File: src/sv/mhc_pkg.sv
// Package for the magnetometer heading calibrator.
// Holds opcodes, register indexes, controller states, command/status structs
// and the arctangent table. No dependencies.
package mhc_pkg;

    // default parameter values
    localparam int CORDIC_STEPS_DEF    = 16;
    localparam int SCALE_FRAC_BITS_DEF = 14;

    // angle accumulator width: tenths of a degree times 65536, signed
    localparam int ANG_W = 30;

    typedef enum logic [1:0] {
        OP_MEASURE = 2'd0,
        OP_START   = 2'd1,
        OP_SAMPLE  = 2'd2,
        OP_FINISH  = 2'd3
    } t_op;

    typedef enum logic [2:0] {
        CFG_OFS_X = 3'd0,
        CFG_OFS_Y = 3'd1,
        CFG_SCL_X = 3'd2,
        CFG_SCL_Y = 3'd3,
        CFG_TRIM  = 3'd4
    } t_cfg_idx;

    typedef enum logic [3:0] {
        S_IDLE,
        S_DIV_X,
        S_LOAD_Y,
        S_DIV_Y,
        S_APPLY,
        S_MUL_X,
        S_MUL_Y,
        S_ROUND,
        S_CINIT,
        S_CORDIC,
        S_FINAL
    } t_state;

    // commands from controller to datapath
    typedef struct packed {
        logic load_in;
        logic div_init_x;
        logic div_step;
        logic div_init_y;
        logic apply_cal;
        logic mul_x;
        logic mul_y;
        logic round;
        logic cordic_init;
        logic cordic_step;
        logic out_load;
    } t_cmd;

    // status from datapath to controller
    typedef struct packed {
        logic out_busy;
    } t_stat;

    // atan(2^-i) in tenths of a degree times 65536
    function automatic logic [ANG_W-1:0] atan_entry(input logic [4:0] i);
        logic [ANG_W-1:0] v;
        case (i)
            5'd0:  v = 30'd29491200;
            5'd1:  v = 30'd17409672;
            5'd2:  v = 30'd9198793;
            5'd3:  v = 30'd4669451;
            5'd4:  v = 30'd2343786;
            5'd5:  v = 30'd1173036;
            5'd6:  v = 30'd586661;
            5'd7:  v = 30'd293348;
            5'd8:  v = 30'd146676;
            5'd9:  v = 30'd73339;
            5'd10: v = 30'd36669;
            5'd11: v = 30'd18335;
            5'd12: v = 30'd9167;
            5'd13: v = 30'd4584;
            5'd14: v = 30'd2292;
            5'd15: v = 30'd1146;
            5'd16: v = 30'd573;
            5'd17: v = 30'd286;
            5'd18: v = 30'd143;
            5'd19: v = 30'd72;
            5'd20: v = 30'd36;
            5'd21: v = 30'd18;
            5'd22: v = 30'd9;
            5'd23: v = 30'd4;
            default: v = '0;
        endcase
        return v;
    endfunction

endpackage

File: src/sv/mhc_ctrl.sv
// Controller for the magnetometer heading calibrator.
// Sequences divider, multiplier, CORDIC and output load. Uses mhc_pkg.
module mhc_ctrl
    import mhc_pkg::*;
#(
    parameter int CORDIC_STEPS    = CORDIC_STEPS_DEF,
    parameter int SCALE_FRAC_BITS = SCALE_FRAC_BITS_DEF,
    localparam int NUM_W = 18 + SCALE_FRAC_BITS,
    localparam int IDX_W = $clog2(CORDIC_STEPS),
    localparam int CNT_W = $clog2(NUM_W + 1)
) (
    input  logic             i_clk,
    input  logic             i_rst_n,
    input  logic             i_valid,
    input  logic [1:0]       i_op,
    output logic             o_stall,
    input  t_stat            i_stat,
    output t_cmd             o_cmd,
    output logic [IDX_W-1:0] o_step
);

    t_state            r_state, n_state;
    logic [CNT_W-1:0]  r_cnt, n_cnt;

    // state and counter registers
    always_ff @(posedge i_clk) begin
        if (!i_rst_n) begin
            r_state <= S_IDLE;
            r_cnt   <= '0;
        end else begin
            r_state <= n_state;
            r_cnt   <= n_cnt;
        end
    end

    assign o_stall = (r_state != S_IDLE);
    assign o_step  = r_cnt[IDX_W-1:0];

    // next state and commands
    always_comb begin
        n_state = r_state;
        n_cnt   = '0;
        o_cmd   = '0;
        case (r_state)
            S_IDLE: begin
                if (i_valid) begin
                    o_cmd.load_in = 1'b1;
                    if (t_op'(i_op) == OP_FINISH) begin
                        o_cmd.div_init_x = 1'b1;
                        n_state = S_DIV_X;
                    end else begin
                        n_state = S_MUL_X;
                    end
                end
            end
            S_DIV_X: begin
                o_cmd.div_step = 1'b1;
                n_cnt = r_cnt + 1'b1;
                if (r_cnt == CNT_W'(NUM_W - 1)) begin
                    n_cnt   = '0;
                    n_state = S_LOAD_Y;
                end
            end
            S_LOAD_Y: begin
                o_cmd.div_init_y = 1'b1;
                n_state = S_DIV_Y;
            end
            S_DIV_Y: begin
                o_cmd.div_step = 1'b1;
                n_cnt = r_cnt + 1'b1;
                if (r_cnt == CNT_W'(NUM_W - 1)) begin
                    n_cnt   = '0;
                    n_state = S_APPLY;
                end
            end
            S_APPLY: begin
                o_cmd.apply_cal = 1'b1;
                n_state = S_MUL_X;
            end
            S_MUL_X: begin
                o_cmd.mul_x = 1'b1;
                n_state = S_MUL_Y;
            end
            S_MUL_Y: begin
                o_cmd.mul_y = 1'b1;
                n_state = S_ROUND;
            end
            S_ROUND: begin
                o_cmd.round = 1'b1;
                n_state = S_CINIT;
            end
            S_CINIT: begin
                o_cmd.cordic_init = 1'b1;
                n_state = S_CORDIC;
            end
            S_CORDIC: begin
                o_cmd.cordic_step = 1'b1;
                n_cnt = r_cnt + 1'b1;
                if (r_cnt == CNT_W'(CORDIC_STEPS - 1)) begin
                    n_cnt   = '0;
                    n_state = S_FINAL;
                end
            end
            S_FINAL: begin
                // hold until the output register is free
                if (!i_stat.out_busy) begin
                    o_cmd.out_load = 1'b1;
                    n_state = S_IDLE;
                end
            end
            default: n_state = S_IDLE;
        endcase
    end

endmodule

File: src/sv/mhc_dp.sv
// Datapath for the magnetometer heading calibrator.
// Config registers, ranges, scale divider, correction multiplier, CORDIC and
// output register. Uses mhc_pkg.
module mhc_dp
    import mhc_pkg::*;
#(
    parameter int CORDIC_STEPS    = CORDIC_STEPS_DEF,
    parameter int SCALE_FRAC_BITS = SCALE_FRAC_BITS_DEF,
    localparam int NUM_W = 18 + SCALE_FRAC_BITS,
    localparam int IDX_W = $clog2(CORDIC_STEPS)
) (
    input  logic                i_clk,
    input  logic                i_rst_n,
    input  logic                i_cfg_we,
    input  logic [2:0]          i_cfg_idx,
    input  logic [15:0]         i_cfg_data,
    input  logic [1:0]          i_op,
    input  logic signed [15:0]  i_raw_x,
    input  logic signed [15:0]  i_raw_y,
    input  t_cmd                i_cmd,
    input  logic [IDX_W-1:0]    i_step,
    output t_stat               o_stat,
    input  logic                i_stall,
    output logic                o_valid,
    output logic signed [17:0]  o_cal_x,
    output logic signed [17:0]  o_cal_y,
    output logic [11:0]         o_heading,
    output logic signed [15:0]  o_range_min_x,
    output logic signed [15:0]  o_range_max_x,
    output logic signed [15:0]  o_range_min_y,
    output logic signed [15:0]  o_range_max_y,
    output logic                o_calibrated
);

    localparam int F      = SCALE_FRAC_BITS;
    localparam int XY_W   = 29;
    localparam logic [15:0] SCALE_ONE = (F >= 16) ? 16'hFFFF : 16'(1 << F);

    // config and calibration state
    logic signed [15:0] r_ofs_x, r_ofs_y, r_act_ofs_x, r_act_ofs_y;
    logic [15:0]        r_scl_x, r_scl_y, r_act_scl_x, r_act_scl_y;
    logic signed [12:0] r_trim;
    logic               r_cal_done;
    logic signed [15:0] r_lo_x, r_hi_x, r_lo_y, r_hi_y;

    // item and working registers
    t_op                r_op;
    logic signed [15:0] r_rx, r_ry;
    logic [NUM_W-1:0]   r_num, r_quo;
    logic [16:0]        r_rem;
    logic [16:0]        r_dvs;
    logic               r_dzero;
    logic [15:0]        r_new_sx;
    logic signed [33:0] r_prod;
    logic signed [17:0] r_cx, r_cy;
    logic signed [XY_W-1:0]  r_x, r_y;
    logic signed [ANG_W-1:0] r_z;
    logic               r_zero;
    logic               r_out_valid;

    // spans, clamped at zero for an empty range
    logic signed [16:0] span_x_s, span_y_s;
    logic [15:0]        span_x, span_y;
    assign span_x_s = 17'(r_hi_x) - 17'(r_lo_x);
    assign span_y_s = 17'(r_hi_y) - 17'(r_lo_y);
    assign span_x   = span_x_s[16] ? 16'd0 : span_x_s[15:0];
    assign span_y   = span_y_s[16] ? 16'd0 : span_y_s[15:0];

    function automatic logic signed [15:0] mid(input logic signed [15:0] lo,
                                               input logic signed [15:0] hi);
        logic signed [17:0] s;
        s = 18'(lo) + 18'(hi) + 18'sd1;
        return s[16:1];
    endfunction

    function automatic logic [NUM_W-1:0] scale_num(input logic [15:0] d,
                                                   input logic [15:0] e);
        logic [NUM_W-1:0] s;
        s = NUM_W'({1'b0, d} + {1'b0, e});
        return (s << F) + NUM_W'(d);
    endfunction

    function automatic logic [15:0] scale_sat(input logic dz,
                                              input logic [NUM_W-1:0] q);
        logic [15:0] v;
        if (dz)
            v = SCALE_ONE;
        else if (|q[NUM_W-1:16])
            v = 16'hFFFF;
        else
            v = q[15:0];
        return v;
    endfunction

    function automatic logic signed [17:0] round_sat(input logic signed [33:0] p);
        logic signed [34:0] r;
        logic signed [34:0] q;
        logic signed [17:0] v;
        r = 35'(p) + (35'sd1 <<< (F - 1));
        q = r >>> F;
        if (q > 35'sd131071)
            v = 18'sd131071;
        else if (q < -35'sd131072)
            v = -18'sd131072;
        else
            v = q[17:0];
        return v;
    endfunction

    function automatic logic signed [14:0] wrap(input logic signed [14:0] h);
        logic signed [14:0] v;
        v = h;
        if (v < 0)
            v = v + 15'sd3600;
        else if (v >= 15'sd3600)
            v = v - 15'sd3600;
        return v;
    endfunction

    // active correction values
    logic signed [15:0] use_ofs_x, use_ofs_y;
    logic [15:0]        use_scl_x, use_scl_y;
    assign use_ofs_x = r_cal_done ? r_act_ofs_x : r_ofs_x;
    assign use_ofs_y = r_cal_done ? r_act_ofs_y : r_ofs_y;
    assign use_scl_x = r_cal_done ? r_act_scl_x : r_scl_x;
    assign use_scl_y = r_cal_done ? r_act_scl_y : r_scl_y;

    // one shared multiplier, X then Y
    logic signed [16:0] mul_a;
    logic signed [16:0] mul_b;
    always_comb begin
        if (i_cmd.mul_x) begin
            mul_a = 17'(r_rx) - 17'(use_ofs_x);
            mul_b = $signed({1'b0, use_scl_x});
        end else begin
            mul_a = 17'(r_ry) - 17'(use_ofs_y);
            mul_b = $signed({1'b0, use_scl_y});
        end
    end

    // divider step
    logic [17:0] rem_sh;
    logic        rem_ge;
    assign rem_sh = {r_rem, r_num[NUM_W-1]};
    assign rem_ge = (rem_sh >= {1'b0, r_dvs});

    // CORDIC step terms
    logic signed [XY_W-1:0]  xs, ys;
    logic signed [ANG_W-1:0] at;
    assign xs = r_x >>> i_step;
    assign ys = r_y >>> i_step;
    assign at = $signed(atan_entry(5'(i_step)));

    // final angle and trim
    logic signed [ANG_W-1:0] z_rnd;
    logic signed [14:0]      ang, h_sum, h_wrap;
    assign z_rnd  = r_z + ANG_W'(32768);
    assign ang    = r_zero ? 15'sd0 : 15'($signed(z_rnd[ANG_W-1:16]));
    assign h_sum  = ang + 15'(r_trim);
    assign h_wrap = wrap(wrap(h_sum));

    // control state: config, calibration, ranges, output valid
    always_ff @(posedge i_clk) begin
        if (!i_rst_n) begin
            r_ofs_x     <= '0;
            r_ofs_y     <= '0;
            r_scl_x     <= 16'd16384;
            r_scl_y     <= 16'd16384;
            r_trim      <= '0;
            r_cal_done  <= 1'b0;
            r_act_ofs_x <= '0;
            r_act_ofs_y <= '0;
            r_act_scl_x <= 16'd16384;
            r_act_scl_y <= 16'd16384;
            r_lo_x      <= 16'sd32767;
            r_hi_x      <= -16'sd32768;
            r_lo_y      <= 16'sd32767;
            r_hi_y      <= -16'sd32768;
            r_out_valid <= 1'b0;
        end else begin
            if (i_cfg_we) begin
                case (t_cfg_idx'(i_cfg_idx))
                    CFG_OFS_X: r_ofs_x <= $signed(i_cfg_data);
                    CFG_OFS_Y: r_ofs_y <= $signed(i_cfg_data);
                    CFG_SCL_X: r_scl_x <= i_cfg_data;
                    CFG_SCL_Y: r_scl_y <= i_cfg_data;
                    CFG_TRIM:  r_trim  <= $signed(i_cfg_data[12:0]);
                    default: ;
                endcase
            end
            if (i_cmd.apply_cal) begin
                r_act_ofs_x <= mid(r_lo_x, r_hi_x);
                r_act_ofs_y <= mid(r_lo_y, r_hi_y);
                r_act_scl_x <= r_new_sx;
                r_act_scl_y <= scale_sat(r_dzero, r_quo);
                r_cal_done  <= 1'b1;
            end
            // restart or fold the ranges
            if (i_cmd.round) begin
                if (r_op == OP_START) begin
                    r_lo_x <= r_rx;
                    r_hi_x <= r_rx;
                    r_lo_y <= r_ry;
                    r_hi_y <= r_ry;
                end else if (r_op == OP_MEASURE || r_op == OP_SAMPLE) begin
                    if (r_rx > r_hi_x) r_hi_x <= r_rx;
                    if (r_rx < r_lo_x) r_lo_x <= r_rx;
                    if (r_ry > r_hi_y) r_hi_y <= r_ry;
                    if (r_ry < r_lo_y) r_lo_y <= r_ry;
                end
            end
            if (i_cmd.out_load)
                r_out_valid <= 1'b1;
            else if (!i_stall)
                r_out_valid <= 1'b0;
        end
    end

    // working registers
    always_ff @(posedge i_clk) begin
        if (i_cmd.load_in) begin
            r_op <= t_op'(i_op);
            r_rx <= i_raw_x;
            r_ry <= i_raw_y;
        end
        // divider: load, step, keep the X result
        if (i_cmd.div_init_x || i_cmd.div_init_y) begin
            r_rem <= '0;
            r_quo <= '0;
        end
        if (i_cmd.div_init_x) begin
            r_num   <= scale_num(span_x, span_y);
            r_dvs   <= {span_x, 1'b0};
            r_dzero <= (span_x == 16'd0);
        end
        if (i_cmd.div_init_y) begin
            r_new_sx <= scale_sat(r_dzero, r_quo);
            r_num    <= scale_num(span_y, span_x);
            r_dvs    <= {span_y, 1'b0};
            r_dzero  <= (span_y == 16'd0);
        end
        if (i_cmd.div_step) begin
            r_rem <= rem_ge ? 17'(rem_sh - {1'b0, r_dvs}) : rem_sh[16:0];
            r_num <= {r_num[NUM_W-2:0], 1'b0};
            r_quo <= {r_quo[NUM_W-2:0], rem_ge};
        end
        // correction: multiply, then round and saturate
        if (i_cmd.mul_x || i_cmd.mul_y)
            r_prod <= mul_a * mul_b;
        if (i_cmd.mul_y)
            r_cx <= round_sat(r_prod);
        if (i_cmd.round)
            r_cy <= round_sat(r_prod);
        // CORDIC: pre-rotate into the right half plane
        if (i_cmd.cordic_init) begin
            r_zero <= (r_cx == 18'sd0) && (r_cy == 18'sd0);
            if (r_cy < 0) begin
                r_x <= -(XY_W'(r_cy) <<< 8);
                r_y <= -(XY_W'(r_cx) <<< 8);
                r_z <= (r_cx >= 0) ? ANG_W'(1800 * 65536) : -ANG_W'(1800 * 65536);
            end else begin
                r_x <= XY_W'(r_cy) <<< 8;
                r_y <= XY_W'(r_cx) <<< 8;
                r_z <= '0;
            end
        end
        if (i_cmd.cordic_step) begin
            if (r_y >= 0) begin
                r_x <= r_x + ys;
                r_y <= r_y - xs;
                r_z <= r_z + at;
            end else begin
                r_x <= r_x - ys;
                r_y <= r_y + xs;
                r_z <= r_z - at;
            end
        end
        // output register
        if (i_cmd.out_load) begin
            o_cal_x       <= r_cx;
            o_cal_y       <= r_cy;
            o_heading     <= h_wrap[11:0];
            o_range_min_x <= r_lo_x;
            o_range_max_x <= r_hi_x;
            o_range_min_y <= r_lo_y;
            o_range_max_y <= r_hi_y;
            o_calibrated  <= r_cal_done;
        end
    end

    assign o_valid         = r_out_valid;
    assign o_stat.out_busy = r_out_valid && i_stall;

endmodule

File: src/sv/magnetometer_heading_calibrator.sv
// Top level of the magnetometer heading calibrator.
// Joins controller mhc_ctrl and datapath mhc_dp. Uses mhc_pkg.
//
//   channel   direction  handshake           payload
//   input     in         i_valid / o_stall   i_op, i_raw_x, i_raw_y
//   result    out        o_valid / i_stall   o_cal_x .. o_calibrated
//   config    in         i_cfg_we            i_cfg_idx, i_cfg_data
//
// One item at a time. Measure, start and sample run the correction multiplier
// and then the CORDIC iteration loop.
// Finish first runs the bit-serial scale divider, once per axis, and then
// the same steps.
// Reset is synchronous, active low; no clearing pass is needed.
// A stalled result holds in the output register; the next item may be taken
// meanwhile and waits at its last step until the register frees.
module magnetometer_heading_calibrator
    import mhc_pkg::*;
#(
    parameter int CORDIC_STEPS    = CORDIC_STEPS_DEF,
    parameter int SCALE_FRAC_BITS = SCALE_FRAC_BITS_DEF
) (
    input  logic                i_clk,
    input  logic                i_rst_n,
    input  logic                i_cfg_we,
    input  logic [2:0]          i_cfg_idx,
    input  logic [15:0]         i_cfg_data,
    input  logic                i_valid,
    output logic                o_stall,
    input  logic [1:0]          i_op,
    input  logic signed [15:0]  i_raw_x,
    input  logic signed [15:0]  i_raw_y,
    output logic                o_valid,
    input  logic                i_stall,
    output logic signed [17:0]  o_cal_x,
    output logic signed [17:0]  o_cal_y,
    output logic [11:0]         o_heading,
    output logic signed [15:0]  o_range_min_x,
    output logic signed [15:0]  o_range_max_x,
    output logic signed [15:0]  o_range_min_y,
    output logic signed [15:0]  o_range_max_y,
    output logic                o_calibrated
);

    localparam int IDX_W = $clog2(CORDIC_STEPS);

    t_cmd             cmd;
    t_stat            stat;
    logic [IDX_W-1:0] step;

    mhc_ctrl #(
        .CORDIC_STEPS    (CORDIC_STEPS),
        .SCALE_FRAC_BITS (SCALE_FRAC_BITS)
    ) u_ctrl (
        .i_clk   (i_clk),
        .i_rst_n (i_rst_n),
        .i_valid (i_valid),
        .i_op    (i_op),
        .o_stall (o_stall),
        .i_stat  (stat),
        .o_cmd   (cmd),
        .o_step  (step)
    );

    mhc_dp #(
        .CORDIC_STEPS    (CORDIC_STEPS),
        .SCALE_FRAC_BITS (SCALE_FRAC_BITS)
    ) u_dp (
        .i_clk         (i_clk),
        .i_rst_n       (i_rst_n),
        .i_cfg_we      (i_cfg_we),
        .i_cfg_idx     (i_cfg_idx),
        .i_cfg_data    (i_cfg_data),
        .i_op          (i_op),
        .i_raw_x       (i_raw_x),
        .i_raw_y       (i_raw_y),
        .i_cmd         (cmd),
        .i_step        (step),
        .o_stat        (stat),
        .i_stall       (i_stall),
        .o_valid       (o_valid),
        .o_cal_x       (o_cal_x),
        .o_cal_y       (o_cal_y),
        .o_heading     (o_heading),
        .o_range_min_x (o_range_min_x),
        .o_range_max_x (o_range_max_x),
        .o_range_min_y (o_range_min_y),
        .o_range_max_y (o_range_max_y),
        .o_calibrated  (o_calibrated)
    );

endmodule

File: config.mk
export PLATFORM = sky130hd
export DESIGN_NAME = magnetometer_heading_calibrator
export DESIGN_NICKNAME = d
export VERILOG_FILES = /design/src/sv/mhc_pkg.sv /design/src/sv/mhc_ctrl.sv /design/src/sv/mhc_dp.sv /design/src/sv/magnetometer_heading_calibrator.sv
export SDC_FILE = /design/constraint.sdc
export NUM_CORES = 2
export LEC_CHECK = 0
export BUFFER_PORTS_ARGS = -buffer_cell sky130_fd_sc_hd__buf_2
export CAP_MARGIN = 0
export CORE_MARGIN = 8
export CORE_UTILIZATION = 30
export DETAILED_ROUTE_END_ITERATION = 16
export PLACE_DENSITY = 0.47
export SYNTH_ARGS = -nofsm -noshare
export SYNTH_HDL_FRONTEND = slang
export SYNTH_SLANG_ARGS = --single-unit
export TNS_END_PERCENT = 100
File: constraint.sdc
create_clock -name i_clk -period 12.5 [get_ports i_clk]
set_input_delay 1.25 -clock i_clk [delete_from_list [all_inputs] [get_ports i_clk]]
set_output_delay 1.25 -clock i_clk [all_outputs]
set_load 0.01 [all_outputs]
* Word level (Yosys, flattened, before mapping)
Memories as Yosys holds them, arrays and structs flattened. A register that Yosys moved wholly into a read port is not among the register bits.
Index checks and enable logic that the tools add are counted.
** Word-level totals
- Register bits after elaboration :: 637
- Bits in read-only memories :: 400
- Input bits :: 58
- Output and inout port bits :: 115
- Word-level logic and storage cells :: 227
- Memories :: 1
** Memory list
- (name not given) :: words 16, bits a word 25, rd ports 1, clocked after Yosys merged registers in 1, write ports 0, RTL line mhc_pkg.sv:65 : case (i)
** Operators by class
- Add/sub/neg operators :: 28
- Multiply operators :: 1
- $lt $le $gt $ge :: 14
- Equality and inequality tests :: 25
- Shift-type cells :: 2
- Muxes and demuxes :: 80
- Reduce and logical (&&, ||, !) cells :: 34
** Operator list (count)
- $mux 16 :: 21
- $mux 29 :: 8
- $mux 32 :: 5
- $mux 30 :: 5
- $mux 17 :: 6
- $sub 16x16->17 :: 4
- $add 32x16->32 :: 2
- $add 29x29->29 :: 2
- $neg 26->29 :: 2
- $sshr 29x4->29 :: 2
- $sub 29x29->29 :: 2
- $add 16x16->17 :: 3
- $mux 15 :: 3
- $pmux 4 s11 :: 1
- $logic_not 18->1 :: 2
- $mux 18 :: 2
- $add 34x15->35 const B :: 1
- $add 17x2->17 const B :: 2
- $mul 17x17->34 :: 1
- $gt 16x16->1 :: 2
- $logic_not 16->1 :: 2
- $lt 16x16->1 :: 2
- $add 30x17->30 const B :: 1
- $add 30x30->30 :: 1
- other kinds (49) :: 102

* Logic depth before layout (Yosys ltp)
- Word-level depth :: 9
- Mapped depth :: 42

* Cells and area by module
From an unflattened synthesis, not the netlist that was laid out.
** Second synthesis, totals
- Cells, all modules :: 5561
- Area, all modules :: 52153.8 um^2
** By module, submodules not included
- mhc_dp :: instances 1, cells an instance 5482, area each 51469.4 um^2, sequential area each 16355.7 um^2
- mhc_ctrl :: instances 1, cells an instance 79, area each 684.4 um^2, sequential area each 200.2 um^2

* Worst setup path after synthesis
No wires, ideal clock.
- Path type :: register to register
- Start :: register u_dp.r_cal_done
- End :: register u_dp.r_prod[33] (data pin)
- Setup time :: 0.260 ns
- Arrival :: 9.390 ns
- Required time :: 12.240 ns
- Slack :: 2.850 ns
- Cell stages (with the launch flop) :: 43
- Buffers on the path :: 4
- Period minus slack after synthesis :: 9.650 ns
- Cell sequence :: dfxtp_1 > clkbuf_1 > clkbuf_1 > buf_1 > mux2i_1 > inv_1 > fa_1 > nand3b_1 > a21boi_0 > o21ai_0 > a21boi_0 > o21ai_0 > a21boi_0 > o21ai_0 > a21boi_0 > o31a_1 > o22ai_1 > a21oi_1 > (+7 left out) > inv_1 > fa_1 > fa_1 > inv_1 > fa_1 > inv_1 > ha_1 > a21o_1 > a21o_1 > a21oi_1 > o21bai_1 > a21oi_1 > a21o_1 > a31oi_1 > nand4_1 > nand4b_1 > a21oi_1 > xnor2_1
** Between the ends
- Cells in the longest elaborated chain, start to end :: 4
** RTL lines
- start: declaration :: RTL line mhc_dp.sv:43 : logic r_cal_done;
- start signal: assignment :: RTL line mhc_dp.sv:170 : r_cal_done <= 1'b0;
- start signal: assignment :: RTL line mhc_dp.sv:196 : r_cal_done <= 1'b1;
- $mux 16, on equally long branches :: RTL line mhc_dp.sv:124, mhc_dp.sv:123
- $sub 16x16->17, on equally long branches :: RTL line mhc_dp.sv:136, mhc_dp.sv:133
- $mux 17 :: RTL line mhc_dp.sv:132 : if (i_cmd.mul_x) begin
- $mul 17x17->34 (*) :: RTL line mhc_dp.sv:249 : r_prod <= mul_a * mul_b;
- end signal: assignment :: RTL line mhc_dp.sv:249
- end: declaration :: RTL line mhc_dp.sv:54 : logic signed [33:0] r_prod;
Every way passes the cells marked *; elsewhere a longest branch is shown, timed or not.
A chain may end at the register's enable or synchronous reset.

* Worst setup path after layout
Ends and elaborated chain as after synthesis.

==> impl_metrics.tcl <==
set metrics [dict create \
    power.leakage_nw 24.19 \
    synthAdderAreaFrac_pct 20.59 \
    min_from "u_dp.r_ofs_y[15]$_SDFFE_PN0P_" \
    row_count 153 \
    p_int_mw 8.089 \
    dieArea_sq_um 188000 \
    vias 40240 \
    syn_area_sq_um 52330 \
    avgRoutedWirePerCell_um 19.21 \
    clk_latency_ps 730 \
    cts_inserted_buffers 80 \
    min_path_type "register to register" \
    grt_setup_unrepaired "no" \
    slew_headroom_pct 17.34 \
    cp_common_cell "fa_1" \
    max_freq_mhz 97.04 \
    nNetsFinal 6491 \
    drtPass1Iterations 5 \
    final-seq-area_sq_um 17070 \
    grt-ovfl-total 0 \
    cts.path.max_buffers 3 \
    grt.total_usage_pct 16.35 \
    cts_setup_buffers 0 \
    grt_pass1_wl_um 243100 \
    ir_drop_mv 0.2880 \
    synth_top_family_by_area "adder cells" \
    cts_hold_buf 0 \
    synth-compound-area-share_pct 12.72 \
    post-route-min-period_ps 10300 \
    end_kind "register" \
    final-hold-violation-count 0 \
    skew_ps 62.84 \
    drc_errors 0 \
    multi_input_area_sq_um 32350 \
    grt_pass1_vias 40740 \
    final_layout_size_suffix_gt1_share_pct 9.376 \
    cts_tree "done" \
    clk_pin_slew_ps 60 \
    synth.ff_latch_count 649 \
    switching_power_mw 6.885 \
    rr_startpoint "u_dp.r_cal_done$_SDFFE_PN0P_" \
    synthMuxAreaShare_pct 6.355 \
    swShare_pct 45.98 \
    comb_power_share_pct 61.3 \
    antenna_found_initial 14 \
    synth_cells 5664 \
    yosysWarnings 0 \
    synthXorXnorAreaFrac_pct 5.851 \
    place_hpwl_um 120900 \
    synth_cell_types 105 \
    initialDrtViolationCount 2577 \
    tightest_slew_ps 1230 \
    routed_wl_um 156400 \
    grt_max_degree 104 \
    die_w_um 433.6 \
    hold_ws_ps 452.8 \
    ios 173 \
    initial_core_util_pct 30.14 \
    cts_root_buffer "clkbuf_16" \
    synth_edf_count 406 \
    critPathKind "register to register" \
    arrival_ps 10750 \
    clockPowerShare_pct 15.5 \
    cpPeakStageDelay_ps 740 \
    avgSynthCellArea_sq_um 9.239 \
    p_per_area_nw_per_um2 256.8 \
    numClockSinks 649 \
    setup_viol 0 \
    final.setup.tns_ps 0 \
    core_area_sq_um 173600 \
    cp_max_fo 34 \
    drt-vias-per-instance 4.942 \
    port_buffers 172 \
    final_antenna_net_count 0 \
    synth_flop_cell "edfxtp_1" \
    p_seq_share_pct 23.2 \
    place.gp.congestion 0.8749 \
    drv_cap 0 \
    cts-htree-levels 3 \
    startpoint "u_dp.r_cal_done$_SDFFE_PN0P_" \
    async_flop_share_pct 0 \
    synthSimpleGateAreaFrac_pct 16.17 \
    ys_seq_area_share_pct 32.59 \
    drv_slew 0 \
    finalCritPeriodShare_pct 82.44 \
    postLayoutCellArea_sq_um 58300 \
    cp_slowest_cell "dfxtp_4" \
    synth_nets 6408 \
    start_kind "register" \
    die_h_um 433.6 \
    status "completed" \
    post_cts_resized 0 \
    placed_cell_area_sq_um 55690 \
    fillers 18010 \
    area_growth_syn_to_layout_pct 11.41 \
    worstPathRequired_ps 12950 \
]
## through the flow
step,util [%],instances,setup slack (ps),power [mW]
floorplan,-,5664,2850,10.42
global placement,32.07,7990,2370,12.73
detailed placement,32.07,7990,2290,12.79
CTS,33.57,8138,2240,15.22
global route,33.58,8142,1493,16.53
finish,33.58,8143,2195,14.97
## cell usage after synthesis, drive strengths merged (40+ instances only)
cell	count	area [sq um]
o21ai	278	1410
xnor2	240	2117
xor2	107	944.7
dfxtp	243	4865
fa	284	5685
edfxtp	406	12190
mux2	48	540.5
o31ai	41	332.8
nand3	91	455.4
nor3	63	336.6
clkbuf	176	660.6
nor2	556	2092
mux4	61	1374
o21a	48	360.4
ha	402	5030
nor2b	43	269.0
mux2i	141	1411
and3	65	406.6
a21oi	348	1757
inv	561	2106
nand2	757	2841
or3	40	250.2
a21o	81	608.1
nand2b	90	563.0
buf	45	217.7
## power groups by stage
stage	registers [mW]	clock network [mW]	logic [mW]
4_1_cts	3.48	2.40	9.33
2_1_floorplan	3.32	0	7.10
3_3_place_gp	3.52	0	9.21
3_5_place_dp	3.52	0	9.27
6_report	3.48	2.31	9.18
5_1_grt	3.53	2.47	10.5
## kinds of logic (layout without fill, tap and decap cells)
family          Yosys count  in the layout
flops                   649            649
buf+inv                 784            933
simple gates           1882           1882
xor+xnor                347            347
mux                     250            250
other cells               0              5
fa+ha+maj               692            692
compound gates         1060           1060
## metal layers
layer,part of all wire (%),vias up,global-route usage (%)
li1,-,19590,-
met1,46,19640,22.00
met2,47,803,27.80
met3,3.7,203,1.806
met4,2.7,0,4.638
met5,0,-,0
## state kept, by name (all words and copies together), names as in the netlist, 17 cells and up
register and flops:
u_dp.o_cal_y 18, u_dp.r_prod 21, u_dp.r_cx 18, u_dp.r_x 29, u_dp.r_rem 17, u_dp.o_cal_x 18, u_dp.r_num 32, u_dp.r_cy 18
u_dp.r_y 29, u_dp.r_z 30, u_dp.r_quo 32, u_dp.at 25
## worst paths after layout
| path | depth (start not counted) | end | slack (ps) |
|---|---|---|---|
| worst max-delay path | 34 | u_dp.r_prod[33]$_DFFE_PP_ | 2200 |
| worst min-delay path | 2 | u_dp.r_ofs_y[15]$_SDFFE_PN0P_ | 450 |
| worst max register to register | 34 | u_dp.r_prod[33]$_DFFE_PP_ | 2200 |
| worst min register to register | 2 | u_dp.r_ofs_y[15]$_SDFFE_PN0P_ | 450 |
## cells in the final DEF (no fill, tap or decap), types with 20 or more instances in the layout
cell         n
clkbuf_1    20
buf_2      172
mux4_2      61
inv_1      560
nand3b_1    20
fa_1       284
nand4_1     32
buf_4       50
o41ai_1     20
nand2_1    755
and3_1      64
nor2_1     549
nand2b_1    90
a21oi_1    342
edfxtp_1   406
clkbuf_16   81
nor2b_1     43
ha_1       402
a21o_1      81
a31oi_1     28
xor2_1     106
o21a_1      48
dfxtp_1    238
a21boi_0    25
or2_2       32
o21ai_0    258
o31ai_1     36
mux2_2      47
or3_1       40
and2_1      34
a211oi_1    29
nand3_1     91
mux2i_1    141
nor3_1      59
xnor2_1    238
o21bai_1    30
## layout make-up
| type | instances | share of cell area, % |
|---|---|---|
| Inverter | 563 | 3.633 |
| Antenna cell | 5 | 0.02146 |
| Sequential cell | 649 | 29.28 |
| Tap cell | 2325 | 4.990 |
| Timing Repair Buffer | 222 | 2.120 |
| Multi-Input combinational cell | 4231 | 55.50 |
| Clock inverter | 42 | 0.7361 |
| Clock buffer | 106 | 3.723 |
## worst max-delay path: cells and delay by family (launching register included)
kind | cells | cell delay (ps)
AND/OR/NAND/NOR | 5 | 900
adder cells (fa/ha/maj) | 8 | 3630
flip-flops | 1 | 740
AO/OA/AOI/OAI | 14 | 3080
buffers and inverters | 3 | 250
XOR/XNOR | 3 | 1010
multiplexers | 1 | 400
No activity file was read; power rests on OpenSTA's default activity.
